`src/gdbo_pkg.sv`:
```
// Package: sizes, opcodes, emit control word and bit helpers of the traversal core
`timescale 1ns / 1ps

package gdbo_pkg;

  localparam int MaxVertices = 64;
  localparam int IdxW        = $clog2(MaxVertices);
  localparam int VtxW        = $clog2(MaxVertices + 1);

  // input opcodes
  localparam logic OpEdge = 1'b0;
  localparam logic OpRun  = 1'b1;

  // sequencer to output stage
  typedef struct packed {
    logic            push;    // new vertex in visit order
    logic            finish;  // run done, release held vertex as last
    logic [VtxW-1:0] vertex;
  } emit_req_t;

  // one-hot bit for a zero-based vertex index
  function automatic logic [MaxVertices-1:0] idx_onehot(input logic [IdxW-1:0] idx);
    logic [MaxVertices-1:0] v;
    v = '0;
    v[idx] = 1'b1;
    return v;
  endfunction

  // index of the lowest set bit, zero if none
  function automatic logic [IdxW-1:0] lowest_index(input logic [MaxVertices-1:0] v);
    logic [IdxW-1:0] r;
    r = '0;
    for (int i = MaxVertices - 1; i >= 0; i--) begin
      if (v[i]) r = IdxW'(i);
    end
    return r;
  endfunction

endpackage

```
`src/gdbo_out_stage.sv`:
```
// Output stage: holds back one vertex so the last one of a run can be flagged
`timescale 1ns / 1ps

module gdbo_out_stage (
  input  logic                        clk_i,
  input  logic                        rst_ni,
  input  gdbo_pkg::emit_req_t         emit_i,
  output logic                        can_emit_o,
  output logic                        out_valid_o,
  input  logic                        out_ready_i,
  output logic [gdbo_pkg::VtxW-1:0]   out_vertex_o,
  output logic                        out_last_o
);
  import gdbo_pkg::*;

  logic            out_valid_q, out_valid_d;
  logic [VtxW-1:0] out_vertex_q;
  logic            out_last_q;
  logic            hold_v_q, hold_v_d;
  logic [VtxW-1:0] hold_q;
  logic            can;
  logic            load;

  // output register is free or being drained this cycle
  assign can  = !out_valid_q || out_ready_i;
  assign load = can && hold_v_q && (emit_i.push || emit_i.finish);

  always_comb begin
    out_valid_d = out_valid_q;
    if (load) begin
      out_valid_d = 1'b1;
    end else if (out_ready_i) begin
      out_valid_d = 1'b0;
    end

    hold_v_d = hold_v_q;
    if (can && emit_i.push) begin
      hold_v_d = 1'b1;
    end else if (can && emit_i.finish) begin
      hold_v_d = 1'b0;
    end
  end

  always_ff @(posedge clk_i or negedge rst_ni) begin
    if (!rst_ni) begin
      out_valid_q <= 1'b0;
      hold_v_q    <= 1'b0;
    end else begin
      out_valid_q <= out_valid_d;
      hold_v_q    <= hold_v_d;
    end
  end

  // payload
  always_ff @(posedge clk_i) begin
    if (load) begin
      out_vertex_q <= hold_q;
      out_last_q   <= emit_i.finish;
    end
    if (can && emit_i.push) hold_q <= emit_i.vertex;
  end

  assign can_emit_o   = can;
  assign out_valid_o  = out_valid_q;
  assign out_vertex_o = out_vertex_q;
  assign out_last_o   = out_last_q;

endmodule

```
`config.mk`:
```
export PLATFORM = sky130hd
export DESIGN_NAME = gdbo_out_stage
export DESIGN_NICKNAME = d
export VERILOG_FILES = /design/src/gdbo_pkg.sv /design/src/gdbo_out_stage.sv
export SDC_FILE = /design/constraint.sdc
export NUM_CORES = 1
export LEC_CHECK = 0
export BUFFER_PORTS_ARGS = -buffer_cell sky130_fd_sc_hd__buf_2
export CAP_MARGIN = 20
export CORE_MARGIN = 10
export CORE_UTILIZATION = 40
export DETAILED_ROUTE_END_ITERATION = 6
export GPL_ROUTABILITY_DRIVEN = 1
export PLACE_DENSITY_LB_ADDON = 0.3
export SYNTH_ARGS = -nofsm -noshare
export SYNTH_HDL_FRONTEND = slang
export SYNTH_SLANG_ARGS = --single-unit
```
`constraint.sdc`:
```
create_clock -name clk_i -period 2.9 [get_ports clk_i]
set_input_delay 0.145 -clock clk_i [delete_from_list [all_inputs] [get_ports clk_i]]
set_output_delay 0.145 -clock clk_i [all_outputs]
set_load 0.05 [all_outputs]
```
Yosys cells after proc, flatten, opt, wreduce, memory -nomap -nowiden
Index checks and enable logic that the tools add are counted.
{ "classes": {"n_mux": 4, "n_reduce_logical": 9} }
{ "op_table": {"columns": ["cell", "n"], "rows": [
  ["logical AND 1 bit", 4],
  ["2-to-1 mux 1 bit", 4],
  ["nonzero test 2 bit", 2],
  ["logical OR 1 bit", 2],
  ["logical NOT 1 bit", 1]
]} }
{ "word_totals": {"reg_bits": 17, "inputBits": 12} }

Depth between registers and ports, before layout
{ "logic_depth": {"depth_word": 5, "depth_mapped": 3} }

Worst setup path before layout
OpenSTA, ideal clock, no wires.
{ "synth_timing": {"path_kind": "register -> register", "start": "reg out_valid_q (netlist: out_valid_o)", "end": "reg out_last_q (netlist: out_last_o) (enable)", "setup_time_ns": 0.373, "t_arrival_ns": 1.305, "t_required_ns": 2.527, "path_slack_ns": 1.221, "stages_incl_launch_ff": 3, "n_path_buf": 0, "cell_sequence": "dfrtp_1 > nand2b_4 > nor2b_1"} }
{ "synth_via": {"elab_chain_cells": 4} }
{ "synth_lines": {"columns": ["element", "line", "rtl"], "rows": [
  ["start, declared", "gdbo_out_stage.sv:16", "logic out_valid_q, out_valid_d;"],
  ["start signal, assigned", "gdbo_out_stage.sv:49", "out_valid_q <= out_valid_d;"],
  ["logical NOT 1 bit", "gdbo_out_stage.sv:25", "assign can = !out_valid_q || out_ready_i;"],
  ["logical OR 1 bit", "gdbo_out_stage.sv:25", null],
  ["named net can_emit_o", "gdbo_out_stage.sv:8", "output logic can_emit_o,"],
  ["logical AND 1 bit (2 in series)", "gdbo_out_stage.sv:26", "assign load = can && hold_v_q && (emit_i.push || emit_i.finish);"],
  ["named net load", "gdbo_out_stage.sv:22", "logic load;"],
  ["end signal, assigned", "gdbo_out_stage.sv:58", "out_last_q <= emit_i.finish;"],
  ["end, declared", "gdbo_out_stage.sv:18", "logic out_last_q;"]
]} }
The timed path passes the listed nets, and every way through them passes these cells.
A chain may end at the register's enable or synchronous reset.

Worst setup path in the final report
{ "layout_timing": {"start": "reg out_valid_q (netlist: out_valid_o)", "end": "reg out_vertex_q[4] (netlist: out_vertex_o[4]) (enable)"} }
{ "layout_via": {"elab_chain_cells": 4} }
{ "layout_lines": {"columns": ["element", "line", "rtl"], "rows": [
  ["logical NOT 1 bit", "gdbo_out_stage.sv:25", null],
  ["logical OR 1 bit", "gdbo_out_stage.sv:25", null],
  ["logical AND 1 bit (2 in series)", "gdbo_out_stage.sv:26", null],
  ["named net load", "gdbo_out_stage.sv:22", null],
  ["end signal, assigned", "gdbo_out_stage.sv:57", "out_vertex_q <= hold_q;"],
  ["end, declared", "gdbo_out_stage.sv:17", "logic [VtxW-1:0] out_vertex_q;"]
]} }
The timed path passes the listed nets, and every way through them passes these cells.

==> results.sh <==
export IMPL_status="complete, no violations"
export IMPL_crit_required_ns=2.81
export IMPL_crit_path_start_kind="flip-flop"
export IMPL_synth_xor_area_share_pct=0
export IMPL_worstSetupPathType="reg -> reg"
export IMPL_cp_max_fo=8
export IMPL_setup_violations=0
export IMPL_synth_avg_cell_area_sq_um=22.9
export IMPL_portBuffers=21
export IMPL_postCtsSetupBuffers=0
export IMPL_htreeDepth=1
export IMPL_p_leak_nw=0.294
export IMPL_antenna_left=0
export IMPL_finalCoreUtilization_pct=54.5
export IMPL_peakVddDrop_mv=0.385
export IMPL_fp_dieH_microns=57.1
export IMPL_clock_skew_ns=0.00248
export IMPL_yosysWarnings=0
export IMPL_syn_area_sq_um=549
export IMPL_dr_pass1_iters=3
export IMPL_rows=13
export IMPL_ios=22
export IMPL_synth_top_family_by_area="simple AND/OR/NAND/NOR gates"
export IMPL_fp_dieArea_sq_mm=0.00326
export IMPL_gp_congestion=0.595
export IMPL_worst_pin_slew_ns=0.679
export IMPL_cp_cell_sequence="nand2b_4, nor2b_1"
export IMPL_crit_arrival_ns=1.35
export IMPL_hold_start="emit_i[1]"
export IMPL_rsz0062_at_grt="no"
export IMPL_diodes=0
export IMPL_cts_resized_gates=0
export IMPL_muxShareOfSynthArea_pct=0
export IMPL_core_area_sq_mm=0.00130
export IMPL_grt_overflow=0
export IMPL_place_ws_ns=1.43
export IMPL_grt_pass1_wl_mm=1.59
export IMPL_ys_ff_latch=17
export IMPL_slew_headroom_pct=54.6
export IMPL_ys_seq_area_share_pct=91.1
export IMPL_drtIter0Drc=5
export IMPL_drc=0
export IMPL_synth_area_leaders="edfxtp_1 82%, dfrtp_1 9.1%, nand2b_4 2.5%"
export IMPL_hold_path_class="in -> reg"
export IMPL_synth_cells=24
export IMPL_ctsLongestPathBuffers=2
export IMPL_vias=295
export IMPL_hold_violations=0
export IMPL_start_util_pct=42.2
export IMPL_cap_violations=0
export IMPL_area_growth_pct=29.2
export IMPL_drt_total_wl_microns=909
export IMPL_fillers=117
export IMPL_crit_start="out_valid_o"
export IMPL_synth_largest_area_cell="edfxtp_1"
export IMPL_layout_common_cells="21 x buf_2, 15 x edfxtp_1, 3 x clkbuf_4"
export IMPL_endpoint="out_vertex_o[4]"
export IMPL_nets=63
export IMPL_synth_simple_gate_area_share_pct=6.61
export IMPL_maxSlewViolCount=0
export IMPL_crit_path_end_kind="flip-flop"
export IMPL_path_clk_slew_ns=0.09
export IMPL_avgViaCountPerCell=4.54
export IMPL_setup_slack_ns=1.46
export IMPL_cts_hold_buf=1
export IMPL_grt_pass1_vias=362
export IMPL_syn_nets=36
export IMPL_synth_top_cell_area_share_pct=82.0
export IMPL_final_common_cell="buf_2"
export IMPL_reg2regPathDepth=2
export IMPL_ff2ff_setup_slack_ns=1.46
export IMPL_grt_usage_pct=6.27
export IMPL_tns_ns=0
export IMPL_yosys_area_share_adder_pct=0
export IMPL_finalCriticalPeriod_ns=1.44
export IMPL_dp_hpwl_microns=752
export IMPL_clk_latency_ns=0.27
export IMPL_grt_max_degree=10
export IMPL_powerDensity_mw_per_mm2=728
export IMPL_root_buffer="clkbuf_4"
export IMPL_die_x_microns=57.1
export IMPL_cp_slowest_stage_delay_ns=0.56
export IMPL_clock_sinks=17
export IMPL_antenna_found_initial=0
export IMPL_cts_made_buffers=3
export IMPL_synth_compound_area_share_pct=2.28
export IMPL_layout_drive_gt1_share_pct=52.0
export IMPL_crit_slowest_cell="nor2b_1"
export IMPL_min_period_over_period_pct=49.5
export IMPL_tritoncts="done"
export IMPL_worstReg2RegEnd="out_vertex_o[4]"
export IMPL_r2r_start="out_valid_o"
export IMPL_synth_cell_types=8
export IMPL_max_freq_ghz=0.697
export IMPL_avgRoutedWirePerCell_microns=14.0
==> cell type report <==
type	instances	area (sq um)	area share, %
clock buffers	4	26.3	3.70
flip-flops and latches	17	500	70.5
well taps	15	18.8	2.65
multi-input cells	7	48.8	6.88
repair buffers	22	115	16.2
==> cells in the mapped netlist <==
library cell	number
and2_4	1
nand2_1	2
a21o_1	1
o21ai_0	1
nand2b_4	1
edfxtp_1	15
nor2b_1	1
dfrtp_1	2
==> power breakdown <==
| group | total, mW | switching, mW | internal (mW) |
|---|---|---|---|
| registers | 0.302 | 0.00726 | 0.295 |
| clock network | 0.116 | 0.0628 | 0.0532 |
| logic | 0.0985 | 0.0756 | 0.0229 |
| total | 0.516 | 0.146 | 0.371 |
==> critical path: cells and delay by family, from the launching register on <==
kind	cells	cell delay (ns)
simple gates	2	0.66
flops	1	0.42
==> worst min path at each step <==
stage | endpoint | slack (ns) | cells after the start
floorplan | hold_v_q | -0.15 | 0
global route | hold_q[3] | 0.02 | 1
detailed placement | out_valid_o | -0.07 | 1
global placement | hold_v_q | -0.07 | 1
CTS | hold_q[1] | 0.03 | 1
finish | hold_q[1] | 0.04 | 1
==> cells by family (layout without fill, tap and decap cells) <==
family	after synthesis	in the layout
flops	17	17
simple gates	5	5
compound gates	2	2
buf+inv	0	26
==> flip-flops by register name, summed over array words and instances (netlist names) <==
register,flops
out_vertex_o,7
out_last_o,1
hold_q,7
out_valid_o,1
hold_v_q,1
==> metal layers <==
metal  global-route usage, %  routed length, microns  vias to the layer above
li1                        -                       -                      141
met1                    6.06                     356                      139
met2                    10.1                     454                       15
met3                    4.20                      98                        0
met4                    3.02                       0                        0
met5                       0                       0                        -
==> through the flow <==
step | hold slack [ns] | cells | instance area (sq um) | total power, mW
final | 0.0389 | 65 | 709 | 0.516
after global routing | 0.0160 | 65 | 709 | 0.546
after CTS | 0.0268 | 65 | 709 | 0.526
after detailed placement | -0.0662 | 60 | 673 | 0.408
after global placement | -0.0712 | 60 | 673 | 0.403
after floorplan | -0.151 | 24 | 549 | 0.379
Power figures use the tool's default switching activity.
