===== src/gdbo_ram.sv =====
// Generic single-write, single-read synchronous RAM with registered read data
`timescale 1ns / 1ps

module gdbo_ram #(
  parameter int Width = 8,
  parameter int Depth = 64
) (
  input  logic                     clk_i,
  input  logic                     we_i,
  input  logic [$clog2(Depth)-1:0] waddr_i,
  input  logic [Width-1:0]         wdata_i,
  input  logic                     re_i,
  input  logic [$clog2(Depth)-1:0] raddr_i,
  output logic [Width-1:0]         rdata_o
);

  logic [Width-1:0] mem [Depth];
  logic [Width-1:0] rdata_q;

  // write port
  always_ff @(posedge clk_i) begin
    if (we_i) mem[waddr_i] <= wdata_i;
  end

  // read port, data held until the next read
  always_ff @(posedge clk_i) begin
    if (re_i) rdata_q <= mem[raddr_i];
  end

  assign rdata_o = rdata_q;

endmodule


===== config.mk =====
export PLATFORM = sky130hd
export DESIGN_NAME = gdbo_ram
export DESIGN_NICKNAME = d
export VERILOG_FILES = /design/src/gdbo_ram.sv
export SDC_FILE = /design/constraint.sdc
export NUM_CORES = 1
export LEC_CHECK = 0
export ABC_AREA = 1
export BUFFER_PORTS_ARGS = -buffer_cell sky130_fd_sc_hd__buf_2
export CORE_ASPECT_RATIO = 0.7
export CORE_MARGIN = 2
export CORE_UTILIZATION = 50
export CTS_CLUSTER_DIAMETER = 60
export DETAILED_ROUTE_END_ITERATION = 6
export MAX_ROUTING_LAYER = met4
export PLACE_DENSITY_LB_ADDON = 0.3
export RECOVER_POWER = 100
export SETUP_SLACK_MARGIN = 0.02
export SLEW_MARGIN = 0
export SYNTH_ARGS = -nofsm -noshare
export SYNTH_HDL_FRONTEND = slang
export SYNTH_SLANG_ARGS = --single-unit

===== constraint.sdc =====
create_clock -name clk_i -period 2.6 [get_ports clk_i]
set_clock_uncertainty 0.2 [all_clocks]
set_input_delay 0.13 -clock clk_i [delete_from_list [all_inputs] [get_ports clk_i]]
set_output_delay 0.13 -clock clk_i [all_outputs]
set_load 0.02 [all_outputs]

; Word level (Yosys, flattened, before mapping)
; Memory sizes are Yosys's and may differ from the RTL's. A register that Yosys moved wholly into a read port is not among the register bits.
; Cells that the tools add are included.
[totals]
output_inout_bits = 8
ram_bits = 512
romBits = 0
reg_bits = 0
latch_bits = 0
mem_count = 1
[classes]
multipliers = 0
n_bitwise = 0
n_eq_ne = 0
n_reduce_logical = 0
order_cmp = 0
mux = 2
n_shift = 0
add_sub_neg = 0
div_mod_pow = 0
[mem_list]
columns = memory, depth, width, read_ports, rd_ports_with_merged_regs, wr, line_no
row1 = mem, 64, 8, 1, 1, 1, 17  ; logic [Width-1:0] mem [Depth];
[ops]
columns = op, count
row1 = $mux W1, 2

; Logic depth before layout (Yosys ltp)
; Gate-level depths: netlist of the first run.
[depth]
ltp_word = 2
mapped_depth = 12
mapped_depth_nobuf = 9

; Worst setup path before layout of the first run
; No wires, ideal clock.
[synth_timing]
kind = input to register
start = in we_i
end = mem mem[48][0] (enable)
stages = 3
n_path_buf = 1
t_arrival_ps = 1501
required_time_ps = 2005
setup_ps = 395
setup_slack_ps = 504
cell_sequence = clkbuf_1 nand4_1 nor4_1
[synth_between]
elab_chain_len = 2
[synth_lines]
columns = element, line_no
row1 = start: declaration, 9  ; input logic we_i,
row2 = $mux W1, 22  ; if (we_i) mem[waddr_i] <= wdata_i;
row3 = $mux W1 (not written as such), 22
row4 = end: declaration, 17
; Every way passes these cells.

; Worst setup path in the final report of the first run
[layout_timing]
start = in waddr_i[1]
end = mem mem[31][5] (enable)
[layout_rtl]
columns = element, line_no
row1 = start: declaration, 10  ; input logic [$clog2(Depth)-1:0] waddr_i,
; Straight into the memory's write port.

==> results of run 1 <==
==> logic make-up (layout without fill, tap and decap cells) <==
family                 Yosys count  in the layout
buffers and inverters          125            253
other                            0              1
AND/OR/NAND/NOR               1160           1160
flip-flops                     520            520
==> cells in the final DEF (no fill, tap or decap), types with 2 or more instances in the layout <==
cell / synthesis / routed
clkbuf_1: 15 / 93
clkinvlp_4: 0 / 2
nand4_1: 9 / 9
buf_12: 0 / 11
nor4_1: 8 / 8
inv_1: 10 / 9
dlygate4sd3_1: 0 / 13
clkinv_1: 0 / 9
clkbuf_16: 0 / 50
buf_2: 37 / 8
clkbuf_2: 0 / 13
clkinv_2: 0 / 8
bufinv_16: 0 / 10
edfxtp_1: 520 / 520
nand2_1: 648 / 648
buf_4: 14 / 21
nand3_1: 439 / 439
nor2_1: 56 / 56
==> synthesized netlist by cell type <==
cell | number | share of area, %
buf_8 | 2 | 0.14
nor4_1 | 8 | 0.23
inv_1 | 10 | 0.18
buf_1 | 10 | 0.18
inv_6 | 1 | 0.041
inv_2 | 1 | 0.018
edfxtp_1 | 520 | 73
nand3_1 | 439 | 10
buf_4 | 14 | 0.49
nand4_1 | 9 | 0.26
clkbuf_1 | 15 | 0.26
buf_6 | 35 | 1.8
nand2_1 | 648 | 11
nor2_1 | 56 | 0.98
buf_2 | 37 | 0.86
==> path summary, 6_finish.rpt <==
path	endpoint	slack, ns	depth (start not counted)
max	mem[31][5]	0.22	5
min	mem[22][2]	0.09	3
max reg2reg	rdata_o[7]	0.42	9
min reg2reg	rdata_o[2]	0.67	8
==> state kept, by name, summed over array words and instances (netlist names) <==
| name | flops |
|---|---|
| rdata_o | 8 |
| mem | 512 |
==> cell type report <==
class / instances / area (sq um) / area share (%)
multi-input cells: 1160 / 4946 / 20.66
clock inverters: 31 / 414.1 / 1.730
inverters: 12 / 52.55 / 0.2195
clock buffers: 57 / 1277 / 5.335
repair buffers: 153 / 947.2 / 3.955
well taps: 552 / 690.7 / 2.884
diodes: 1 / 2.502 / 0.01045
flip-flops and latches: 520 / 15620 / 65.21
==> worst reg2reg max path, cell delays in order (launching register included) <==
cell and delay (ns):
edfxtp_1 0.36, nand2_1 0.07, nand3_1 0.13, nand3_1 0.14, nand2_1 0.08, nand2_1 0.06
nand3_1 0.17, nand3_1 0.12, dlygate4sd3_1 0.55, nand2_1 0.04
==> metrics by stage <==
step | setup slack, ns | utilization (%) | std cells
after floorplan | 0.5039 | - | 1805
after global placement | 0.4121 | 52.98 | 2384
after detailed placement | 0.3423 | 52.98 | 2384
after CTS | 0.4414 | 57.28 | 2485
after global routing | 0.1719 | 56.56 | 2485
final | 0.2230 | 56.57 | 2486
==> power by group through the flow <==
stage | clock network (W) | registers, W | logic, W
floorplan | 0 | 0.00950 | 0.000652
global placement | 0 | 0.00950 | 0.00111
detailed placement | 0 | 0.00950 | 0.00113
CTS | 0.00764 | 0.00932 | 0.00115
global route | 0.00797 | 0.00933 | 0.00124
finish | 0.00757 | 0.00933 | 0.00114
==> routing by layer <==
layer  up-vias  routed length (um)
li1       6543                   -
met5         -                   0
met4         0                 928
met3        81                6033
met1      6874               24830
met2       681               23650
==> run_summary.xml, run 1 <==
<?xml version="1.0" encoding="UTF-8"?>
<metrics>
  <group name="clock_network">
    <metric name="cts-buffers-inserted" unit="">48</metric>
    <metric name="postCtsResizedCells" unit="">0</metric>
    <metric name="path_clk_slew" unit="ns">0.06</metric>
    <metric name="clock_tree.htree_level_count" unit="">2</metric>
    <metric name="holdBufCountCts" unit="">13</metric>
    <metric name="cts_buffer_depth" unit="">3</metric>
    <metric name="post_cts_buffers" unit="">0</metric>
    <metric name="worstSkewPairLatency" unit="ns">0.58</metric>
    <metric name="cts.sink_count" unit="">520</metric>
    <metric name="clock_tree_from_tritoncts" unit="">done</metric>
    <metric name="clock_tree.root_cell" unit="">clkbuf_16</metric>
  </group>
  <group name="min_path">
    <metric name="min-delay-path-class" unit="">in -&gt; reg</metric>
    <metric name="hold_path.startpoint" unit="">waddr_i[4]</metric>
  </group>
  <group name="sta">
    <metric name="grt_setup_unrepaired" unit="">no</metric>
    <metric name="timing_hold_violations_final" unit="">0</metric>
    <metric name="timing.final.setup_violations" unit="">0</metric>
    <metric name="maximum_operating_frequency" unit="GHz">0.4207</metric>
    <metric name="setup_total_negative_slack" unit="ns">0</metric>
    <metric name="report.final.slew_viol_count" unit="">166</metric>
    <metric name="fin_hold_ws" unit="ns">0.09453</metric>
    <metric name="final.period_utilization" unit="%">91.42</metric>
    <metric name="max-slew-margin-rel" unit="%">-64.04</metric>
    <metric name="tightest_pin_transition" unit="ns">2.461</metric>
    <metric name="finalCriticalPeriod" unit="ns">2.377</metric>
  </group>
  <group name="worst_setup_path">
    <metric name="worstPathBufferInverterCount" unit="">3</metric>
    <metric name="crit_chain" unit="">dlygate4sd3_1, clkbuf_1, nand4_1, nor2_1, clkbuf_1</metric>
    <metric name="critPathMostFrequentCell" unit="">clkbuf_1</metric>
    <metric name="crit_end_element" unit="">flop</metric>
    <metric name="worstSetupPathType" unit="">in -&gt; reg</metric>
    <metric name="critical_path.startpoint" unit="">waddr_i[1]</metric>
    <metric name="cp.required" unit="ns">2.61</metric>
    <metric name="critical_path.max_fanout" unit="">9</metric>
    <metric name="crit_family" unit="">buffers and inverters</metric>
    <metric name="worst_path_max_delay_cell" unit="">nand4_1</metric>
    <metric name="start_of_the_worst_register_to_register_path" unit="">mem[39][7]</metric>
    <metric name="startpoint_class_of_the_critical_path" unit="">input pin</metric>
    <metric name="cpPeakStageDelay" unit="ns">0.64</metric>
    <metric name="worst_ep_arrival_time" unit="ns">2.38</metric>
  </group>
  <group name="floorplanning">
    <metric name="floorplan.io_pins" unit="">31</metric>
    <metric name="placement_rows" unit="">63</metric>
    <metric name="die-height" unit="um">177.2</metric>
    <metric name="core_region_area" unit="sq um">42330</metric>
    <metric name="die_area" unit="sq um">44540</metric>
    <metric name="die-width" unit="um">251.4</metric>
    <metric name="initial_core_util" unit="%">50.60</metric>
  </group>
  <group name="place">
    <metric name="portBuffers" unit="">30</metric>
    <metric name="hpwl" unit="um">33060</metric>
    <metric name="gp_routability_congestion" unit="">0.8651</metric>
    <metric name="postPlaceCellArea" unit="sq um">22430</metric>
  </group>
  <group name="routing">
    <metric name="total_wirelength_of_the_detailed_routed_design" unit="um">55430</metric>
    <metric name="drt-vias-per-instance" unit="">5.704</metric>
    <metric name="drt_iter0_markers" unit="">1902</metric>
    <metric name="routed_wire_length_per_instance" unit="um">22.30</metric>
    <metric name="final_antenna_net_count" unit="">0</metric>
    <metric name="route.detailed.drc" unit="">0</metric>
    <metric name="detailroute.via_count" unit="">14180</metric>
    <metric name="drtPass1Iterations" unit="">5</metric>
  </group>
  <group name="synthesis">
    <metric name="netlist-cell-type-count" unit="">15</metric>
    <metric name="ys_seq_elements" unit="">520</metric>
    <metric name="fraction_of_the_mapped_netlist_area_in_adder_cells" unit="%">0</metric>
    <metric name="postSynthCellCount" unit="">1805</metric>
    <metric name="syn_nets" unit="">1828</metric>
    <metric name="synth-xor-area-share" unit="%">0</metric>
    <metric name="synth_compound_gate_area_share" unit="%">0</metric>
    <metric name="synthesis.yosys.warnings" unit="">0</metric>
    <metric name="largest_family_of_logic_cells_by_synthesized_area" unit="">simple AND/OR/NAND/NOR gates</metric>
    <metric name="synth-simple-area-share" unit="%">23.09</metric>
    <metric name="synthesis.area" unit="sq um">21420</metric>
    <metric name="synth_mux_area_share" unit="%">0</metric>
    <metric name="syn_area_per_cell" unit="sq um">11.87</metric>
    <metric name="synth-seq-area-share" unit="%">72.90</metric>
  </group>
  <group name="global_route">
    <metric name="grt_max_degree" unit="">118</metric>
    <metric name="global_route_track_usage_on_met2" unit="%">35.55</metric>
    <metric name="most_congested_layer_reported_by_global_routing" unit="">met1</metric>
    <metric name="grtUsageMet1" unit="%">39.49</metric>
    <metric name="grt_first_pass_wirelength" unit="um">83280</metric>
    <metric name="globalRoute.totalOverflow" unit="">0</metric>
    <metric name="antenna_found_initial" unit="">0</metric>
    <metric name="globalRouteMet3Util" unit="%">5.691</metric>
    <metric name="track_usage" unit="%">25.87</metric>
    <metric name="grt_pass1_vias" unit="">13300</metric>
  </group>
  <group name="outcome">
    <metric name="violations" unit="">max-capacitance violations, max-slew violations</metric>
    <metric name="result_of_the_run" unit="">complete, but fails checks</metric>
  </group>
  <group name="pwr">
    <metric name="cellInternalPower" unit="W">0.01409</metric>
    <metric name="share_comb_of_total_power" unit="%">6.3</metric>
    <metric name="cellPowerDensity" unit="nW/um^2">753.1</metric>
    <metric name="power" unit="W">0.01803</metric>
    <metric name="power.share.switching" unit="%">21.89</metric>
    <metric name="sequentialPowerShare" unit="%">51.7</metric>
    <metric name="power.switching" unit="W">0.003947</metric>
    <metric name="power.ir.vdd_worst" unit="mV">0.4599</metric>
    <metric name="static-leakage-power" unit="nW">8.540</metric>
    <metric name="share_of_total_power_in_the_clock_network" unit="%">42.0</metric>
  </group>
  <group name="final_layout">
    <metric name="layout.nets" unit="">1918</metric>
    <metric name="areaGrowthSynthToFinish" unit="%">11.79</metric>
    <metric name="n_fill_cell" unit="">3535</metric>
    <metric name="stdcell_area" unit="sq um">23950</metric>
    <metric name="post_route_cells_drive_above_1_share" unit="%">6.674</metric>
  </group>
  <group name="flow_run">
    <metric name="maxCapViolCount" unit="">5</metric>
  </group>
</metrics>
(Power assumes the default switching activity.)
==> inputs of run 2 (changes only) <==
--- a/config.mk
+++ b/config.mk
@@ -10,6 +10,7 @@
 export CORE_ASPECT_RATIO = 0.7
 export CORE_MARGIN = 2
 export CORE_UTILIZATION = 50
+export CTS_BUF_LIST = sky130_fd_sc_hd__clkbuf_8 sky130_fd_sc_hd__clkbuf_16
 export CTS_CLUSTER_DIAMETER = 60
 export DETAILED_ROUTE_END_ITERATION = 6
 export MAX_ROUTING_LAYER = met4
==> run_summary.xml, run 2 (same netlist as run 1, synthesis figures left out) <==
<?xml version="1.0" encoding="UTF-8"?>
<metrics>
  <group name="worst_setup_path">
    <metric name="critical_path.max_fanout" unit="">9</metric>
    <metric name="cp.required" unit="ns">2.60</metric>
    <metric name="worst_ep_arrival_time" unit="ns">2.38</metric>
    <metric name="start_of_the_worst_register_to_register_path" unit="">mem[39][7]</metric>
    <metric name="worstReg2RegEnd" unit="">rdata_o[7]</metric>
    <metric name="crit_end_element" unit="">flop</metric>
    <metric name="worst_r2r_path_depth" unit="">9</metric>
    <metric name="ff2ff_setup_slack" unit="ns">0.45</metric>
    <metric name="startpoint_class_of_the_critical_path" unit="">input pin</metric>
    <metric name="worstSetupPathType" unit="">in -&gt; reg</metric>
  </group>
  <group name="clock_network">
    <metric name="cts.sink_count" unit="">520</metric>
    <metric name="worstSkewPairLatency" unit="ns">0.58</metric>
    <metric name="path_clk_slew" unit="ns">0.07</metric>
    <metric name="clock_tree.root_cell" unit="">clkbuf_16</metric>
    <metric name="cts_buffer_depth" unit="">3</metric>
    <metric name="postCtsResizedCells" unit="">0</metric>
    <metric name="clock_tree_from_tritoncts" unit="">done</metric>
    <metric name="cts-buffers-inserted" unit="">48</metric>
    <metric name="clock_tree.htree_level_count" unit="">2</metric>
  </group>
  <group name="global_route">
    <metric name="grt_pass1_vias" unit="">13300</metric>
    <metric name="grt_max_degree" unit="">118</metric>
    <metric name="most_congested_layer_reported_by_global_routing" unit="">met1</metric>
    <metric name="grtUsageMet1" unit="%">39.49</metric>
    <metric name="globalRoute.totalOverflow" unit="">0</metric>
    <metric name="grt_first_pass_wirelength" unit="um">83280</metric>
    <metric name="track_usage" unit="%">25.87</metric>
    <metric name="global_route_track_usage_on_met2" unit="%">35.55</metric>
    <metric name="antenna_found_initial" unit="">0</metric>
    <metric name="globalRouteMet3Util" unit="%">5.691</metric>
  </group>
  <group name="routing">
    <metric name="final_antenna_net_count" unit="">0</metric>
    <metric name="routed_wire_length_per_instance" unit="um">22.34</metric>
    <metric name="drt-vias-per-instance" unit="">5.719</metric>
    <metric name="drtPass1Iterations" unit="">6</metric>
    <metric name="route.detailed.drc" unit="">0</metric>
    <metric name="detailroute.via_count" unit="">14220</metric>
    <metric name="total_wirelength_of_the_detailed_routed_design" unit="um">55540</metric>
    <metric name="drt_iter0_markers" unit="">1915</metric>
  </group>
  <group name="floorplanning">
    <metric name="die-height" unit="um">177.2</metric>
    <metric name="placement_rows" unit="">63</metric>
    <metric name="die-width" unit="um">251.4</metric>
    <metric name="die_area" unit="sq um">44540</metric>
    <metric name="floorplan.io_pins" unit="">31</metric>
    <metric name="core_region_area" unit="sq um">42330</metric>
    <metric name="initial_core_util" unit="%">50.60</metric>
  </group>
  <group name="flow_run">
    <metric name="maxCapViolCount" unit="">5</metric>
  </group>
  <group name="pwr">
    <metric name="static-leakage-power" unit="nW">8.570</metric>
    <metric name="power.ir.vdd_worst" unit="mV">0.4593</metric>
    <metric name="cellPowerDensity" unit="nW/um^2">752.1</metric>
  </group>
  <group name="final_layout">
    <metric name="areaGrowthSynthToFinish" unit="%">11.81</metric>
    <metric name="largest_register_ff_count" unit="">512</metric>
    <metric name="n_fill_cell" unit="">3534</metric>
    <metric name="most-common-layout-cells" unit="">nand2_1, edfxtp_1, nand3_1, clkbuf_1, nor2_1</metric>
    <metric name="post_route_cells_drive_above_1_share" unit="%">6.674</metric>
    <metric name="mostFrequentLayoutCell" unit="">nand2_1</metric>
    <metric name="largest-register" unit="">mem</metric>
    <metric name="layout.nets" unit="">1918</metric>
  </group>
  <group name="sta">
    <metric name="max-slew-margin-rel" unit="%">-64.86</metric>
    <metric name="maximum_operating_frequency" unit="GHz">0.4202</metric>
    <metric name="setup_total_negative_slack" unit="ns">0</metric>
    <metric name="fin_hold_ws" unit="ns">0.08860</metric>
    <metric name="finalCriticalPeriod" unit="ns">2.380</metric>
    <metric name="tightest_pin_transition" unit="ns">2.473</metric>
    <metric name="final.period_utilization" unit="%">91.53</metric>
    <metric name="grt_setup_unrepaired" unit="">no</metric>
    <metric name="timing_hold_violations_final" unit="">0</metric>
    <metric name="report.final.slew_viol_count" unit="">167</metric>
    <metric name="timing.final.setup_violations" unit="">0</metric>
  </group>
  <group name="min_path">
    <metric name="worst_hold_path_ep" unit="">mem[22][2]</metric>
    <metric name="min_delay_path_depth" unit="">3</metric>
    <metric name="hold_path.startpoint" unit="">waddr_i[4]</metric>
    <metric name="min-delay-path-class" unit="">in -&gt; reg</metric>
  </group>
  <group name="outcome">
    <metric name="result_of_the_run" unit="">complete, but fails checks</metric>
    <metric name="violations" unit="">max-capacitance violations, max-slew violations</metric>
  </group>
  <group name="place">
    <metric name="hpwl" unit="um">33060</metric>
    <metric name="gp_routability_congestion" unit="">0.8651</metric>
    <metric name="portBuffers" unit="">30</metric>
  </group>
</metrics>
## run 2: changes by cell type in the layout (fill, tap and decap cells not counted), sizes merged
cell	before	now
inv	12	19
buf	41	42
clkbuf	156	148
## run 2: area by class of cell
cell class	instances	area (sq um)	area share, %
antenna	1	2.502	0.01045
clock buffer	50	1251	5.225
clock inverter	38	440.4	1.839
inverter	12	52.55	0.2194
multi-input combinational	1160	4946	20.65
sequential	520	15620	65.20
tap	552	690.7	2.884
timing repair buffer	153	949.7	3.966
## run 2: layer usage
layer / vias up / wire length (um)
met3: 68 / 5676
met1: 6959 / 25170
met2: 648 / 23870
li1: 6542 / -
met4: 0 / 820
met5: - / 0
## run 2: worst max-delay path, cell delays in order
cell and delay, ns:
dlygate4sd3_1 0.56, clkbuf_1 0.32, nand4_1 0.64, nor2_1 0.25, clkbuf_1 0.47
## run 2: stage by stage
stage	worst slack (ns)	instances	area, sq um	total power [W]	utilization [%]
2_1_floorplan	0.5039	1805	21420	0.01016	-
5_1_grt	0.1796	2485	23950	0.01851	56.57
3_3_place_gp	0.4121	2384	22430	0.01061	52.98
6_report	0.2203	2486	23950	0.01801	56.58
3_5_place_dp	0.3423	2384	22430	0.01063	52.98
4_1_cts	0.4417	2485	24250	0.01808	57.28
## run 2: report_power, final
part	switching, W	internal [W]
combinational	0.000856	0.000285
sequential	0.0000270	0.00930
clock	0.00307	0.00448
total	0.00395	0.0141
## run 2: worst max-delay path by stage
stage               start    endpoint  slack (ns)
3_5_place_dp   raddr_i[0]  rdata_o[1]        0.34
6_report       waddr_i[1]  mem[31][5]        0.22
4_1_cts        raddr_i[4]  rdata_o[7]        0.44
3_3_place_gp   raddr_i[0]  rdata_o[1]        0.41
5_1_grt        wdata_i[4]  mem[49][4]        0.18
2_1_floorplan        we_i  mem[48][0]        0.50
## run 2: what timing repair did
item | CTS | global route
hold buffers | 13 | 0
buffers inserted | 0 | 0
hold endpoints to repair | 173 | 0
==> inputs of run 3 (changes only) <==
--- a/config.mk
+++ b/config.mk
@@ -5,11 +5,10 @@
 export SDC_FILE = /design/constraint.sdc
 export NUM_CORES = 1
 export LEC_CHECK = 0
-export ABC_AREA = 1
 export BUFFER_PORTS_ARGS = -buffer_cell sky130_fd_sc_hd__buf_2
-export CORE_ASPECT_RATIO = 0.7
+export CORE_ASPECT_RATIO = 1.4
 export CORE_MARGIN = 2
-export CORE_UTILIZATION = 50
+export CORE_UTILIZATION = 62
 export CTS_BUF_LIST = sky130_fd_sc_hd__clkbuf_8 sky130_fd_sc_hd__clkbuf_16
 export CTS_CLUSTER_DIAMETER = 60
 export DETAILED_ROUTE_END_ITERATION = 6
==> run_summary.xml, run 3 <==
<?xml version="1.0" encoding="UTF-8"?>
<metrics>
  <group name="synthesis">
    <metric name="synthesis.yosys.warnings" unit="">0</metric>
    <metric name="netlist-cell-type-count" unit="">39</metric>
    <metric name="ys_seq_elements" unit="">520</metric>
    <metric name="ys_top_cells_by_area" unit="">edfxtp_1, mux4_2, nor2_1, mux2i_1, mux2_2</metric>
    <metric name="synth_edf_count" unit="">520</metric>
    <metric name="synth-seq-area-share" unit="%">77.12</metric>
    <metric name="ys_async_sr_fraction" unit="%">0</metric>
    <metric name="syn_area_per_cell" unit="sq um">21.54</metric>
    <metric name="synthesis.area" unit="sq um">20250</metric>
    <metric name="syn_nets" unit="">963</metric>
    <metric name="synthTopCellsByCount" unit="">edfxtp_1, mux4_2, nor2_1, mux2i_1, nand2_1</metric>
    <metric name="synth_largest_type_area_fraction" unit="%">77.12</metric>
    <metric name="library_cell_with_the_highest_instance_count_after_synthesis" unit="">edfxtp_1</metric>
    <metric name="postSynthCellCount" unit="">940</metric>
    <metric name="dominantRegCellSynth" unit="">edfxtp_1</metric>
    <metric name="synthDominantAreaCellType" unit="">edfxtp_1</metric>
  </group>
  <group name="clock_network">
    <metric name="clock_tree.htree_level_count" unit="">2</metric>
    <metric name="post_cts_buffers" unit="">0</metric>
    <metric name="cts-buffers-inserted" unit="">47</metric>
    <metric name="cts.sink_count" unit="">520</metric>
    <metric name="clock_tree_from_tritoncts" unit="">done</metric>
    <metric name="worstSkewPairLatency" unit="ns">0.57</metric>
    <metric name="path_clk_slew" unit="ns">0.06</metric>
    <metric name="cts_buffer_depth" unit="">3</metric>
    <metric name="clock_tree.root_cell" unit="">clkbuf_16</metric>
  </group>
  <group name="floorplanning">
    <metric name="die_area" unit="sq um">34140</metric>
    <metric name="initial_core_util" unit="%">62.68</metric>
    <metric name="die-height" unit="um">217.8</metric>
    <metric name="core_region_area" unit="sq um">32300</metric>
    <metric name="die-width" unit="um">156.7</metric>
    <metric name="floorplan.io_pins" unit="">31</metric>
    <metric name="placement_rows" unit="">78</metric>
  </group>
  <group name="flow_run">
    <metric name="maxCapViolCount" unit="">1</metric>
  </group>
  <group name="pwr">
    <metric name="power.ir.vdd_worst" unit="mV">0.5543</metric>
    <metric name="cellPowerDensity" unit="nW/um^2">750.5</metric>
    <metric name="share_comb_of_total_power" unit="%">5.3</metric>
    <metric name="power" unit="W">0.01729</metric>
    <metric name="sequentialPowerShare" unit="%">53.9</metric>
    <metric name="cellInternalPower" unit="W">0.01376</metric>
    <metric name="share_of_total_power_in_the_clock_network" unit="%">40.8</metric>
    <metric name="power.share.switching" unit="%">20.42</metric>
    <metric name="static-leakage-power" unit="nW">7.236</metric>
    <metric name="power.switching" unit="W">0.003531</metric>
  </group>
  <group name="global_route">
    <metric name="grt_max_degree" unit="">65</metric>
    <metric name="globalRoute.totalOverflow" unit="">0</metric>
    <metric name="track_usage" unit="%">27.83</metric>
    <metric name="antenna_found_initial" unit="">1</metric>
    <metric name="grt_pass1_vias" unit="">10390</metric>
    <metric name="grt_first_pass_wirelength" unit="um">65920</metric>
  </group>
  <group name="sta">
    <metric name="report.final.slew_viol_count" unit="">0</metric>
    <metric name="timing.final.setup_violations" unit="">0</metric>
    <metric name="setup_total_negative_slack" unit="ns">0</metric>
    <metric name="fin_hold_ws" unit="ns">0.07125</metric>
    <metric name="grt_setup_unrepaired" unit="">no</metric>
    <metric name="final.period_utilization" unit="%">94.56</metric>
    <metric name="finalCriticalPeriod" unit="ns">2.459</metric>
    <metric name="maximum_operating_frequency" unit="GHz">0.4067</metric>
    <metric name="timing_hold_violations_final" unit="">0</metric>
    <metric name="max-slew-margin-rel" unit="%">0.4870</metric>
    <metric name="tightest_pin_transition" unit="ns">1.493</metric>
  </group>
  <group name="min_path">
    <metric name="worst_hold_path_ep" unit="">mem[58][3]</metric>
    <metric name="min-delay-path-class" unit="">in -&gt; reg</metric>
    <metric name="min_delay_path_depth" unit="">3</metric>
    <metric name="hold_path.startpoint" unit="">waddr_i[4]</metric>
  </group>
  <group name="routing">
    <metric name="drt-vias-per-instance" unit="">6.469</metric>
    <metric name="detailroute.via_count" unit="">10190</metric>
    <metric name="final_antenna_net_count" unit="">0</metric>
    <metric name="route.detailed.drc" unit="">0</metric>
    <metric name="total_wirelength_of_the_detailed_routed_design" unit="um">44510</metric>
    <metric name="drt_iter0_markers" unit="">1145</metric>
    <metric name="drtPass1Iterations" unit="">5</metric>
    <metric name="routed_wire_length_per_instance" unit="um">28.26</metric>
  </group>
  <group name="worst_setup_path">
    <metric name="worstSetupPathType" unit="">in -&gt; reg</metric>
    <metric name="ff2ff_setup_slack" unit="ns">0.14</metric>
    <metric name="worstPathBufferInverterCount" unit="">4</metric>
    <metric name="crit_cells" unit="">7</metric>
    <metric name="critPathMostFrequentCell" unit="">dlygate4sd3_1</metric>
    <metric name="crit_end_element" unit="">flop</metric>
    <metric name="start_of_the_worst_register_to_register_path" unit="">mem[41][0]</metric>
    <metric name="worstReg2RegEnd" unit="">rdata_o[0]</metric>
    <metric name="worst_ep_arrival_time" unit="ns">2.53</metric>
    <metric name="startpoint_class_of_the_critical_path" unit="">input pin</metric>
    <metric name="critical_path.max_fanout" unit="">7</metric>
    <metric name="worst_path_max_delay_cell" unit="">dlygate4sd3_1</metric>
    <metric name="crit_family" unit="">buffers and inverters</metric>
    <metric name="cp.required" unit="ns">2.67</metric>
    <metric name="worst_r2r_path_depth" unit="">5</metric>
    <metric name="cpPeakStageDelay" unit="ns">0.60</metric>
    <metric name="crit_chain" unit="">dlygate4sd3_1, clkbuf_1, nor2b_1, nand3_1, dlygate4sd3_1, nor2_1, clkbuf_2</metric>
  </group>
  <group name="place">
    <metric name="hpwl" unit="um">28650</metric>
    <metric name="gp_routability_congestion" unit="">0.9345</metric>
    <metric name="postPlaceCellArea" unit="sq um">21660</metric>
    <metric name="portBuffers" unit="">30</metric>
    <metric name="place.detailed.instances" unit="">1476</metric>
  </group>
  <group name="final_layout">
    <metric name="n_fill_cell" unit="">1923</metric>
    <metric name="stdcell_area" unit="sq um">23040</metric>
    <metric name="mostFrequentLayoutCell" unit="">edfxtp_1</metric>
    <metric name="largest-register" unit="">mem</metric>
    <metric name="post_route_cells_drive_above_1_share" unit="%">23.37</metric>
    <metric name="largest_register_ff_count" unit="">512</metric>
    <metric name="layout.nets" unit="">1121</metric>
    <metric name="most-common-layout-cells" unit="">edfxtp_1, mux4_2, clkbuf_1, nor2_1, clkbuf_16</metric>
    <metric name="finish.cell_count_without_fillers" unit="">1575</metric>
    <metric name="areaGrowthSynthToFinish" unit="%">13.79</metric>
  </group>
  <group name="outcome">
    <metric name="violations" unit="">max-capacitance violations</metric>
    <metric name="result_of_the_run" unit="">complete, but fails checks</metric>
  </group>
</metrics>
==> run 3: worst max path at each step <==
stage	end	from
after floorplan	rdata_o[3]	raddr_i[1]
after global placement	rdata_o[7]	raddr_i[0]
after detailed placement	rdata_o[7]	raddr_i[0]
after CTS	rdata_o[0]	mem[41][0]
after global routing	rdata_o[0]	mem[41][0]
final	mem[30][2]	waddr_i[0]
==> run 3: through the flow <==
stage | util (%) | setup slack, ns
2_1_floorplan | - | 0.4637
3_3_place_gp | 67.05 | 0.008878
3_5_place_dp | 67.05 | 0.008347
4_1_cts | 72.31 | 0.2453
5_1_grt | 71.32 | 0.09997
6_report | 71.32 | 0.1414
==> run 3: what timing repair did <==
| item | CTS | global route |
|---|---|---|
| gates resized for setup | 0 | 0 |
| endpoints found under the hold margin | 182 | 0 |
| hold buffers | 13 | 0 |
| setup endpoints to repair | 0 | 0 |
==> run 3: worst register-to-register path, delay by kind of cell (launching register included) <==
| kind | cells | cell delay (ns) |
|---|---|---|
| muxes | 2 | 0.78 |
| AOI/OAI and AO/OA | 2 | 0.54 |
| DFF | 1 | 0.40 |
| buffers and inverters | 1 | 0.28 |
==> run 3: logic make-up (layout without fill, tap and decap cells) <==
| logic type | Yosys count | count (layout) | share of synthesized area (%) |
|---|---|---|---|
| buf+inv | 51 | 245 | 1.563 |
| compound gates | 54 | 54 | 2.064 |
| mux | 162 | 162 | 15.88 |
| flops | 520 | 520 | 77.12 |
| other cells | 0 | 1 | 0 |
| simple gates | 153 | 153 | 3.374 |
==> run 3: per-layer routing <==
metal,vias up,share of wire (%),GRT usage (%)
met4,0,3.8,10.12
met1,5265,36,35.65
li1,4255,-,-
met5,-,0,-
met2,548,53,46.17
met3,121,7.6,3.955
==> run 3: layout make-up <==
cell class / count / area (sq um) / share of cell area [%]
Antenna cell: 1 / 2.502 / 0.01086
Clock buffer: 47 / 1176 / 5.105
Clock inverter: 38 / 391.6 / 1.700
Multi-Input combinational cell: 369 / 4315 / 18.73
Sequential cell: 520 / 15620 / 67.77
Tap cell: 440 / 550.5 / 2.389
Timing Repair Buffer: 160 / 988.4 / 4.290
==> run 3: power by group through the flow <==
stage	logic (W)	registers (W)	clock network, W
after floorplan	0.000495	0.00950	0
after global placement	0.000896	0.00949	0
after detailed placement	0.000917	0.00950	0
after CTS	0.000937	0.00931	0.00713
after global routing	0.000964	0.00932	0.00745
final	0.000913	0.00932	0.00706
